===== src/hdl/keyed_list_table_assert.svh =====
// Assertion macros for the keyed list table.
`ifndef KEYED_LIST_TABLE_ASSERT_SVH
`define KEYED_LIST_TABLE_ASSERT_SVH

`ifndef SYNTHESIS

// Property checked at every rising clock edge outside reset
`define KLT_ASSERT(lbl, clk, rst_n, prop, msg) \
	lbl: assert property (@(posedge clk) disable iff (!rst_n) prop) else $error(msg);

// Condition that must never be seen outside reset
`define KLT_ASSERT_NEVER(lbl, clk, rst_n, expr, msg) \
	lbl: assert property (@(posedge clk) disable iff (!rst_n) !(expr)) else $error(msg);

`else

`define KLT_ASSERT(lbl, clk, rst_n, prop, msg)
`define KLT_ASSERT_NEVER(lbl, clk, rst_n, expr, msg)

`endif

`endif


===== src/hdl/klt_pkg.sv =====
package klt_pkg;

	// Table geometry
	localparam int CAPACITY = 16;
	localparam int CNT_W = $clog2(CAPACITY + 1);
	localparam int IDX_W = (CAPACITY > 1) ? $clog2(CAPACITY) : 1;

	// Field widths of a transaction
	localparam int KEY_W = 64;
	localparam int QTY_W = 32;
	localparam int POS_W = 4;
	localparam int COUNT_W = 5;

	// Command codes
	localparam logic [1:0] MODE_INSERT = 2'd0;
	localparam logic [1:0] MODE_REMOVE = 2'd1;
	localparam logic [1:0] MODE_SEARCH = 2'd2;
	localparam logic [1:0] MODE_LIST   = 2'd3;

	// Status codes
	localparam logic [1:0] STATUS_OK       = 2'd0;
	localparam logic [1:0] STATUS_FULL     = 2'd1;
	localparam logic [1:0] STATUS_EMPTY    = 2'd2;
	localparam logic [1:0] STATUS_NOTFOUND = 2'd3;

	// Cell load codes
	localparam logic [1:0] CELL_HOLD  = 2'd0;
	localparam logic [1:0] CELL_NEXT  = 2'd1;
	localparam logic [1:0] CELL_WRITE = 2'd2;

	typedef struct packed {
		logic [1:0]              mode;
		logic [KEY_W-1:0]        item_name;
		logic [KEY_W-1:0]        item_kind;
		logic signed [QTY_W-1:0] item_quantity;
	} cmd_t;

	typedef struct packed {
		logic [1:0]              status;
		logic [POS_W-1:0]        position;
		logic [COUNT_W-1:0]      entry_count;
		logic [KEY_W-1:0]        found_name;
		logic [KEY_W-1:0]        found_kind;
		logic signed [QTY_W-1:0] found_quantity;
		logic                    last_of_run;
	} rsp_t;

	typedef struct packed {
		logic [KEY_W-1:0]        name;
		logic [KEY_W-1:0]        kind;
		logic signed [QTY_W-1:0] quantity;
	} entry_t;

	typedef struct packed {
		logic [1:0] op;
	} cell_ctl_t;

endpackage


===== src/hdl/klt_cell.sv =====
// One table slot: holds an entry, loads from its neighbor or the write bus.
module klt_cell (
	input  logic               clk,
	input  klt_pkg::cell_ctl_t ctl,
	input  klt_pkg::entry_t    wr_data,
	input  klt_pkg::entry_t    nxt,
	output klt_pkg::entry_t    ent
);

	klt_pkg::entry_t ent_q;

	// entry register, no reset (contents undefined until written)
	always_ff @(posedge clk) begin
		case (ctl.op)
			klt_pkg::CELL_WRITE: ent_q <= wr_data;
			klt_pkg::CELL_NEXT:  ent_q <= nxt;
			default:             ent_q <= ent_q;
		endcase
	end

	assign ent = ent_q;

endmodule


===== src/hdl/keyed_list_table.sv =====
// Keyed list table: an ordered table of up to 16 entries (64-bit name, 64-bit kind,
// signed 32-bit quantity) kept in a ring of cells that is read only at cell 0.
// Insert writes the slot after the last entry and answers through the pending
// register and then the output register. Search, remove and list rotate the ring
// one place per cycle (a list holds while its last result waits untaken) for a
// full turn of 16 places so that every entry passes cell 0, which brings the ring
// back to its start; a remove then, in the decide state, moves the later entries
// down one cell at once. Commands on an empty table and inserts into a full one
// answer without a scan. One command is worked on at a time; a new command is
// taken while the last result still waits in the output register.
module keyed_list_table (
	input  logic           clk,
	input  logic           arst_n,
	input  logic           cmd_valid,
	output logic           cmd_ready,
	input  klt_pkg::cmd_t  cmd,
	output logic           res_valid,
	input  logic           res_ready,
	output klt_pkg::rsp_t  res
);

	localparam logic [1:0] ST_IDLE   = 2'd0;
	localparam logic [1:0] ST_SCAN   = 2'd1;
	localparam logic [1:0] ST_DECIDE = 2'd2;
	localparam logic [1:0] ST_REPORT = 2'd3;

	logic [1:0]                  state_q;
	logic [klt_pkg::CNT_W-1:0]   step_q;
	logic [klt_pkg::CNT_W-1:0]   count_q;
	logic                        found_q;
	logic                        res_valid_q;
	logic [1:0]                  mode_q;
	logic [klt_pkg::KEY_W-1:0]   key_q;
	logic [klt_pkg::IDX_W-1:0]   hit_idx_q;
	klt_pkg::entry_t             hit_ent_q;
	klt_pkg::rsp_t               pend_q;
	klt_pkg::rsp_t               res_q;

	klt_pkg::entry_t             cell_ent [klt_pkg::CAPACITY];
	klt_pkg::cell_ctl_t          cell_ctl [klt_pkg::CAPACITY];
	klt_pkg::entry_t             wr_ent;
	klt_pkg::rsp_t               pend_d;
	klt_pkg::rsp_t               list_rsp;

	logic cmd_fire, slot_free, in_range, key_hit, list_mode, scan_adv, list_emit;
	logic last_step, shift, ins_wr, report_load, pend_load, table_full, table_empty;

	// handshake and scan control
	assign cmd_ready   = (state_q == ST_IDLE);
	assign cmd_fire    = cmd_valid && cmd_ready;
	assign slot_free   = !res_valid_q || res_ready;
	assign table_full  = (count_q == klt_pkg::CNT_W'(klt_pkg::CAPACITY));
	assign table_empty = (count_q == '0);
	assign in_range    = (step_q < count_q);
	assign list_mode   = (mode_q == klt_pkg::MODE_LIST);
	assign key_hit     = in_range && !found_q && (cell_ent[0].name == key_q);
	assign scan_adv    = (state_q == ST_SCAN) && (!list_mode || !in_range || slot_free);
	assign list_emit   = scan_adv && list_mode && in_range;
	assign last_step   = (step_q == klt_pkg::CNT_W'(klt_pkg::CAPACITY - 1));
	assign shift       = (state_q == ST_DECIDE) && (mode_q == klt_pkg::MODE_REMOVE) && found_q;
	assign ins_wr      = cmd_fire && (cmd.mode == klt_pkg::MODE_INSERT) && !table_full;
	assign report_load = (state_q == ST_REPORT) && slot_free;

	assign wr_ent.name     = cmd.item_name;
	assign wr_ent.kind     = cmd.item_kind;
	assign wr_ent.quantity = cmd.item_quantity;

	// per-cell load select: write slot, rotate the ring, or close the gap
	always_comb begin
		for (int i = 0; i < klt_pkg::CAPACITY; i++) begin
			cell_ctl[i].op = klt_pkg::CELL_HOLD;
			if (ins_wr && (klt_pkg::CNT_W'(i) == count_q)) begin
				cell_ctl[i].op = klt_pkg::CELL_WRITE;
			end else if (scan_adv) begin
				cell_ctl[i].op = klt_pkg::CELL_NEXT;
			end else if (shift && (klt_pkg::IDX_W'(i) >= hit_idx_q)) begin
				cell_ctl[i].op = klt_pkg::CELL_NEXT;
			end
		end
	end

	// ring of cells, each fed by the one above it
	for (genvar g = 0; g < klt_pkg::CAPACITY; g++) begin : g_cell
		klt_cell u_cell (
			.clk     (clk),
			.ctl     (cell_ctl[g]),
			.wr_data (wr_ent),
			.nxt     (cell_ent[(g + 1) % klt_pkg::CAPACITY]),
			.ent     (cell_ent[g])
		);
	end

	// single-result responses
	always_comb begin
		pend_d             = '0;
		pend_d.last_of_run = 1'b1;
		pend_d.entry_count = klt_pkg::COUNT_W'(count_q);
		pend_load          = 1'b0;
		if (cmd_fire) begin
			unique case (cmd.mode)
				klt_pkg::MODE_INSERT: begin
					pend_load = 1'b1;
					if (table_full) begin
						pend_d.status = klt_pkg::STATUS_FULL;
					end else begin
						pend_d.status      = klt_pkg::STATUS_OK;
						pend_d.position    = klt_pkg::POS_W'(count_q);
						pend_d.entry_count = klt_pkg::COUNT_W'(count_q + 1'b1);
					end
				end
				klt_pkg::MODE_REMOVE, klt_pkg::MODE_SEARCH, klt_pkg::MODE_LIST: begin
					pend_load     = table_empty;
					pend_d.status = klt_pkg::STATUS_EMPTY;
				end
				default: pend_load = 1'b0;
			endcase
		end else if (state_q == ST_DECIDE) begin
			pend_load = 1'b1;
			if (!found_q) begin
				pend_d.status = klt_pkg::STATUS_NOTFOUND;
			end else if (mode_q == klt_pkg::MODE_REMOVE) begin
				pend_d.status      = klt_pkg::STATUS_OK;
				pend_d.position    = klt_pkg::POS_W'(hit_idx_q);
				pend_d.entry_count = klt_pkg::COUNT_W'(count_q - 1'b1);
			end else begin
				pend_d.status         = klt_pkg::STATUS_OK;
				pend_d.position       = klt_pkg::POS_W'(hit_idx_q);
				pend_d.found_name     = hit_ent_q.name;
				pend_d.found_kind     = hit_ent_q.kind;
				pend_d.found_quantity = hit_ent_q.quantity;
			end
		end
	end

	// list result taken from the head cell
	always_comb begin
		list_rsp                = '0;
		list_rsp.status         = klt_pkg::STATUS_OK;
		list_rsp.position       = klt_pkg::POS_W'(step_q);
		list_rsp.entry_count    = klt_pkg::COUNT_W'(count_q);
		list_rsp.found_name     = cell_ent[0].name;
		list_rsp.found_kind     = cell_ent[0].kind;
		list_rsp.found_quantity = cell_ent[0].quantity;
		list_rsp.last_of_run    = (klt_pkg::CNT_W'(step_q + 1'b1) == count_q);
	end

	// control state
	always_ff @(posedge clk or negedge arst_n) begin
		if (!arst_n) begin
			state_q     <= ST_IDLE;
			step_q      <= '0;
			count_q     <= '0;
			found_q     <= 1'b0;
			res_valid_q <= 1'b0;
		end else begin
			if (ins_wr) begin
				count_q <= count_q + 1'b1;
			end else if (shift) begin
				count_q <= count_q - 1'b1;
			end

			if (list_emit || report_load) begin
				res_valid_q <= 1'b1;
			end else if (res_ready) begin
				res_valid_q <= 1'b0;
			end

			unique case (state_q)
				ST_IDLE: begin
					if (cmd_fire) begin
						step_q  <= '0;
						found_q <= 1'b0;
						if (cmd.mode != klt_pkg::MODE_INSERT && !table_empty) begin
							state_q <= ST_SCAN;
						end else begin
							state_q <= ST_REPORT;
						end
					end
				end
				ST_SCAN: begin
					if (scan_adv) begin
						step_q <= step_q + 1'b1;
						if (key_hit) begin
							found_q <= 1'b1;
						end
						if (last_step) begin
							state_q <= list_mode ? ST_IDLE : ST_DECIDE;
						end
					end
				end
				ST_DECIDE: state_q <= ST_REPORT;
				ST_REPORT: begin
					if (slot_free) begin
						state_q <= ST_IDLE;
					end
				end
				default: state_q <= ST_IDLE;
			endcase
		end
	end

	// payload registers
	always_ff @(posedge clk) begin
		if (cmd_fire) begin
			mode_q <= cmd.mode;
			key_q  <= cmd.item_name;
		end
		if (scan_adv && key_hit) begin
			hit_idx_q <= klt_pkg::IDX_W'(step_q);
			hit_ent_q <= cell_ent[0];
		end
		if (pend_load) begin
			pend_q <= pend_d;
		end
		if (list_emit) begin
			res_q <= list_rsp;
		end else if (report_load) begin
			res_q <= pend_q;
		end
	end

	assign res_valid = res_valid_q;
	assign res       = res_q;

`include "keyed_list_table_assert.svh"

	`KLT_ASSERT(a_count_bound, clk, arst_n, count_q <= klt_pkg::CNT_W'(klt_pkg::CAPACITY), "entry count above capacity")
	`KLT_ASSERT(a_count_step, clk, arst_n, (count_q == $past(count_q)) || (count_q == $past(count_q) + 1'b1) || (count_q == $past(count_q) - 1'b1), "entry count jumped")
	`KLT_ASSERT(a_err_last, clk, arst_n, (res_valid && res.status != klt_pkg::STATUS_OK) |-> res.last_of_run, "error result not last of run")
	`KLT_ASSERT_NEVER(a_load_busy, clk, arst_n, (list_emit || report_load) && res_valid_q && !res_ready, "result register overwritten")
	`KLT_ASSERT(a_scan_exit, clk, arst_n, (state_q == ST_SCAN && scan_adv && last_step && !list_mode) |=> (state_q == ST_DECIDE), "scan did not hand over")

endmodule


===== config.mk =====
export PLATFORM = sky130hd
export DESIGN_NAME = keyed_list_table
export DESIGN_NICKNAME = d
export VERILOG_FILES = /design/src/hdl/klt_pkg.sv /design/src/hdl/klt_cell.sv /design/src/hdl/keyed_list_table.sv
export VERILOG_INCLUDE_DIRS = /design/src /design/src/hdl
export SDC_FILE = /design/constraint.sdc
export NUM_CORES = 2
export LEC_CHECK = 0
export BUFFER_PORTS_ARGS = -buffer_cell sky130_fd_sc_hd__buf_2
export CAP_MARGIN = 20
export CORE_MARGIN = 2
export CORE_UTILIZATION = 25
export DETAILED_ROUTE_END_ITERATION = 7
export PLACE_DENSITY = 0.36
export SKIP_LAST_GASP = 1
export SYNTH_ARGS = -nofsm -noshare
export SYNTH_HDL_FRONTEND = slang
export SYNTH_HIERARCHICAL = 1
export SYNTH_SLANG_ARGS = --single-unit

===== constraint.sdc =====
create_clock -name clk -period 15.3 [get_ports clk]
set_input_delay 3.06 -clock clk [delete_from_list [all_inputs] [get_ports clk]]
set_output_delay 3.06 -clock clk [all_outputs]
set_load 0.05 [all_outputs]

==> metrics.sh <==
SYN_AVG_CELL_AREA_UM2=20.4
MAX_FREQ_MHz=143
CRIT_REQUIRED_PS=15880
YS_FF_LATCH=3147
CTSHTREEMAXLEVEL=5
GP_ROUTABILITY_CONGESTION=0.729
CLKLATENCYLATEPIN_PS=1000
CRITPATHKIND='primary input to register'
SYNTH-ASYNC-RESET-RATIO_PCT=0.445
POST_CTS.RESIZED_INSTANCES=0
DETAIL_ROUTE.DRC_VIOLATIONS=0
FINALSETUPTNS_PS=0
GRT_ANTENNA_BEFORE_REPAIR=69
LARGEST_NET_DEGREE_AT_THE_START_OF_GLOBAL_ROUTING=108
MAX_SLEW.WORST_PIN.SLEW_PS=1260
DIE_AREA_UM2=556000
TIMING.FINAL.SETUP_VIOLATIONS=0
ROW_COUNT=272
TIMING.FINAL.CRIT_PERIOD_PS=6980
FP.DIEW_UM=746
IOS=340
CLOCK_SKEW_PS=77.9
DEEPEST_CLOCK_PATH_BUFFER_COUNT=4
SYNTH.YOSYS.SEQ_AREA_SHARE_PCT=68.6
INITIAL_UTILIZATION_PCT=25.1
GR-TOTAL-OVERFLOW=0
HOLD_VIOL_FINAL=0
DR_TOTAL_VIAS=63300
IO_BUFFER_COUNT=339
FINAL_CELL_MIX='3,131 x edfxtp_1, 1,600 x mux2_4, 1,054 x mux2_2, 390 x clkbuf_16, 339 x buf_2'
DETAIL_ROUTE.ITER0.VIOLATIONS=4044
CTS_SETUP_BUFFERS=0
SYNTH_NETS=6947
DRV_SLEW=0
FINAL.FILL_COUNT=53800
POST-ROUTE-WORST-SETUP-SLACK_PS=8320
MOSTFREQUENTLAYOUTCELL='edfxtp_1'
FINALWIRELENGTH_UM=392000
SYNTH-EDFF-COUNT=3131
VDD_IR_DROP_MAX_mV=0.220
SYNTH_CELL_TYPES=55
WORST-PATH-MAX-FANOUT=72
SYNTH_WARNINGS=6
TIMING.CRITICAL_PATH.FROM_TYPE='primary input'
VIAS_PER_CELL=4.26
POWER.DENSITY_CELL_AREA_nW_PER_UM2=266
CLOCK_PIN_SLEW_WORST_SETUP_AND_HOLD_PATHS_PS=60
YS.FLOP_TYPE='edfxtp_1'
TIMING.FINAL.CRIT_SHARE_PCT=45.7
CLK_ROOT_BUFFER_CELL='clkbuf_16'
GRT_UTIL_ALL_LAYERS_PCT=13.8
CTSHOLDBUFFERS=0
AREA_GROWTH_SYN_TO_LAYOUT_PCT=15.5
WIRE_PER_INST_UM=26.4
SLEW_HEADROOM_PCT=16.3
SYNTHESIS.INSTANCES=6751
PLACE_HPWL_UM=236000
RSZ0062_AT_GRT='no'
WIRE_LENGTH_OF_THE_FIRST_GLOBAL_ROUTING_PASS_UM=556000
POST_SYN_AREA_UM2=138000
DIE_HEIGHT_UM=746
CRITICAL_PATH_ARRIVAL_PS=7570
CTS_TREE='yes'
DRT-PASS1-ITER-COUNT=7
OUTCOME='finished, final reports clean'
DRTANTENNAVIOLNETS=0
FIRST_GLOBAL_VIAS=69200
MIN-DELAY-PATH-CLASS='register to register'
REPORTED_MAX_CAP_VIOLATION_COUNT=0
MULTI_INPUT_COMB_AREA_UM2=40200
TRITONCTS.NUM_BUFFERS=387
FIN_NETS=7462
AREA.SEQUENTIAL_UM2=94400
WORST_SLACK_AT_PLACEMENT_PS=7100
CORE_REGION_AREA_UM2=548000
END_KIND='register'
SHARE_OF_LAYOUT_CELLS_ABOVE_DRIVE_STRENGTH_1_PCT=48.3
STANDBY_LEAKAGE_POWER_nW=60.8
CTS.SINK_COUNT=3147
## metrics by stage
stage	power [mW]	hold slack, ps	instance area [um^2]	cells	utilization, %
after global placement	33.9	459	147000	14100	26.8
after global routing	44.4	486	159000	14800	29.0
after CTS	43.2	464	159000	14800	29.0
after floorplan	29.4	438	138000	6751	-
after detailed placement	34.0	449	147000	14100	26.8
final	42.2	462	159000	14900	29.0
## synthesized netlist by cell type (5+ instances only)
cell type	number	share of area, %
edfxtp_1	3131	68
mux2_4	1600	17
mux2_2	1054	8.6
buf_6	200	1.6
and2_1	164	0.75
buf_2	101	0.37
mux2_1	77	0.63
inv_1	57	0.16
xnor2_1	47	0.30
nand2_1	36	0.098
ha_1	30	0.27
nor2_1	28	0.076
nand2b_1	26	0.12
clkbuf_1	23	0.063
nand4_1	23	0.10
o21ai_0	16	0.058
dfrtp_1	14	0.25
a21oi_1	12	0.044
nand3_1	12	0.044
buf_4	11	0.060
a31oi_1	9	0.041
o2111ai_1	8	0.051
nor4_1	7	0.032
xor2_1	7	0.045
nor2b_1	6	0.027
nor3_1	6	0.022
and3_1	5	0.023
## per-layer routing
metal  wire, um  up-vias  track usage, %
li1           -    27600               -
met1     175000    34100            17.9
met2     196000     1096            24.2
met3      14200      494            2.11
met4       7330       22            2.63
met5        154        -               0
## state kept, by name, indices dropped and copies added, names as in the netlist, 2 cells and up
| register | cells |
|---|---|
| state_q | 2 |
| step_q | 5 |
| count_q | 5 |
| pend_q | 171 |
| hit_ent_q | 160 |
| mode_q | 2 |
| hit_idx_q | 4 |
| key_q | 64 |
| g_cell.u_cell/ent | 2560 |
| res | 172 |
## path summary, 6_finish.rpt
path	from	depth (start not counted)	slack (ps)	to
worst max register to register	state_q[1]	11	9880	g_cell[2].u_cell/ent[63]
worst max-delay path	cmd_valid	12	8320	g_cell[2].u_cell/ent[63]
max in group asynchronous	arst_n	1	12950	count_q[0]
worst min-delay path	res[171]	2	460	res[171]
worst min register to register	res[171]	2	460	res[171]
min in group asynchronous	arst_n	1	2000	step_q[2]
## cell families (layout without fill, tap and decap cells)
family	Yosys count	after routing	share of synthesized area, %
mux	2732	2732	26.7
xor+xnor	54	54	0.344
compound gates	72	72	0.357
flops	3147	3147	68.6
buf+inv	394	1227	2.30
simple gates	322	322	1.35
fa+ha+maj	30	30	0.273
other cells	0	19	0
## critical path, stage by stage
cell	delay, ps
buf_2	110
or3b_2	640
inv_4	230
nand2_1	190
nor2_1	280
nand2_1	190
nor2_1	220
inv_1	140
ha_4	260
inv_8	490
buf_4	710
buf_4	860
## power breakdown
| group | total, mW | internal [mW] | switching (mW) |
|---|---|---|---|
| Combinational | 15.4 | 7.58 | 7.85 |
| Clock | 8.83 | 5.06 | 3.77 |
| Sequential | 17.9 | 16.1 | 1.80 |
| Total | 42.2 | 28.8 | 13.4 |
## layout make-up
class	instances	share of cell area, %
diodes	19	0.0299
inverters	57	0.212
clock buffers	491	6.39
flip-flops and latches	3147	59.4
clock inverters	216	1.17
well taps	7261	5.72
repair buffers	463	1.76
multi-input cells	3210	25.3
Power figures use the tool's default switching activity.
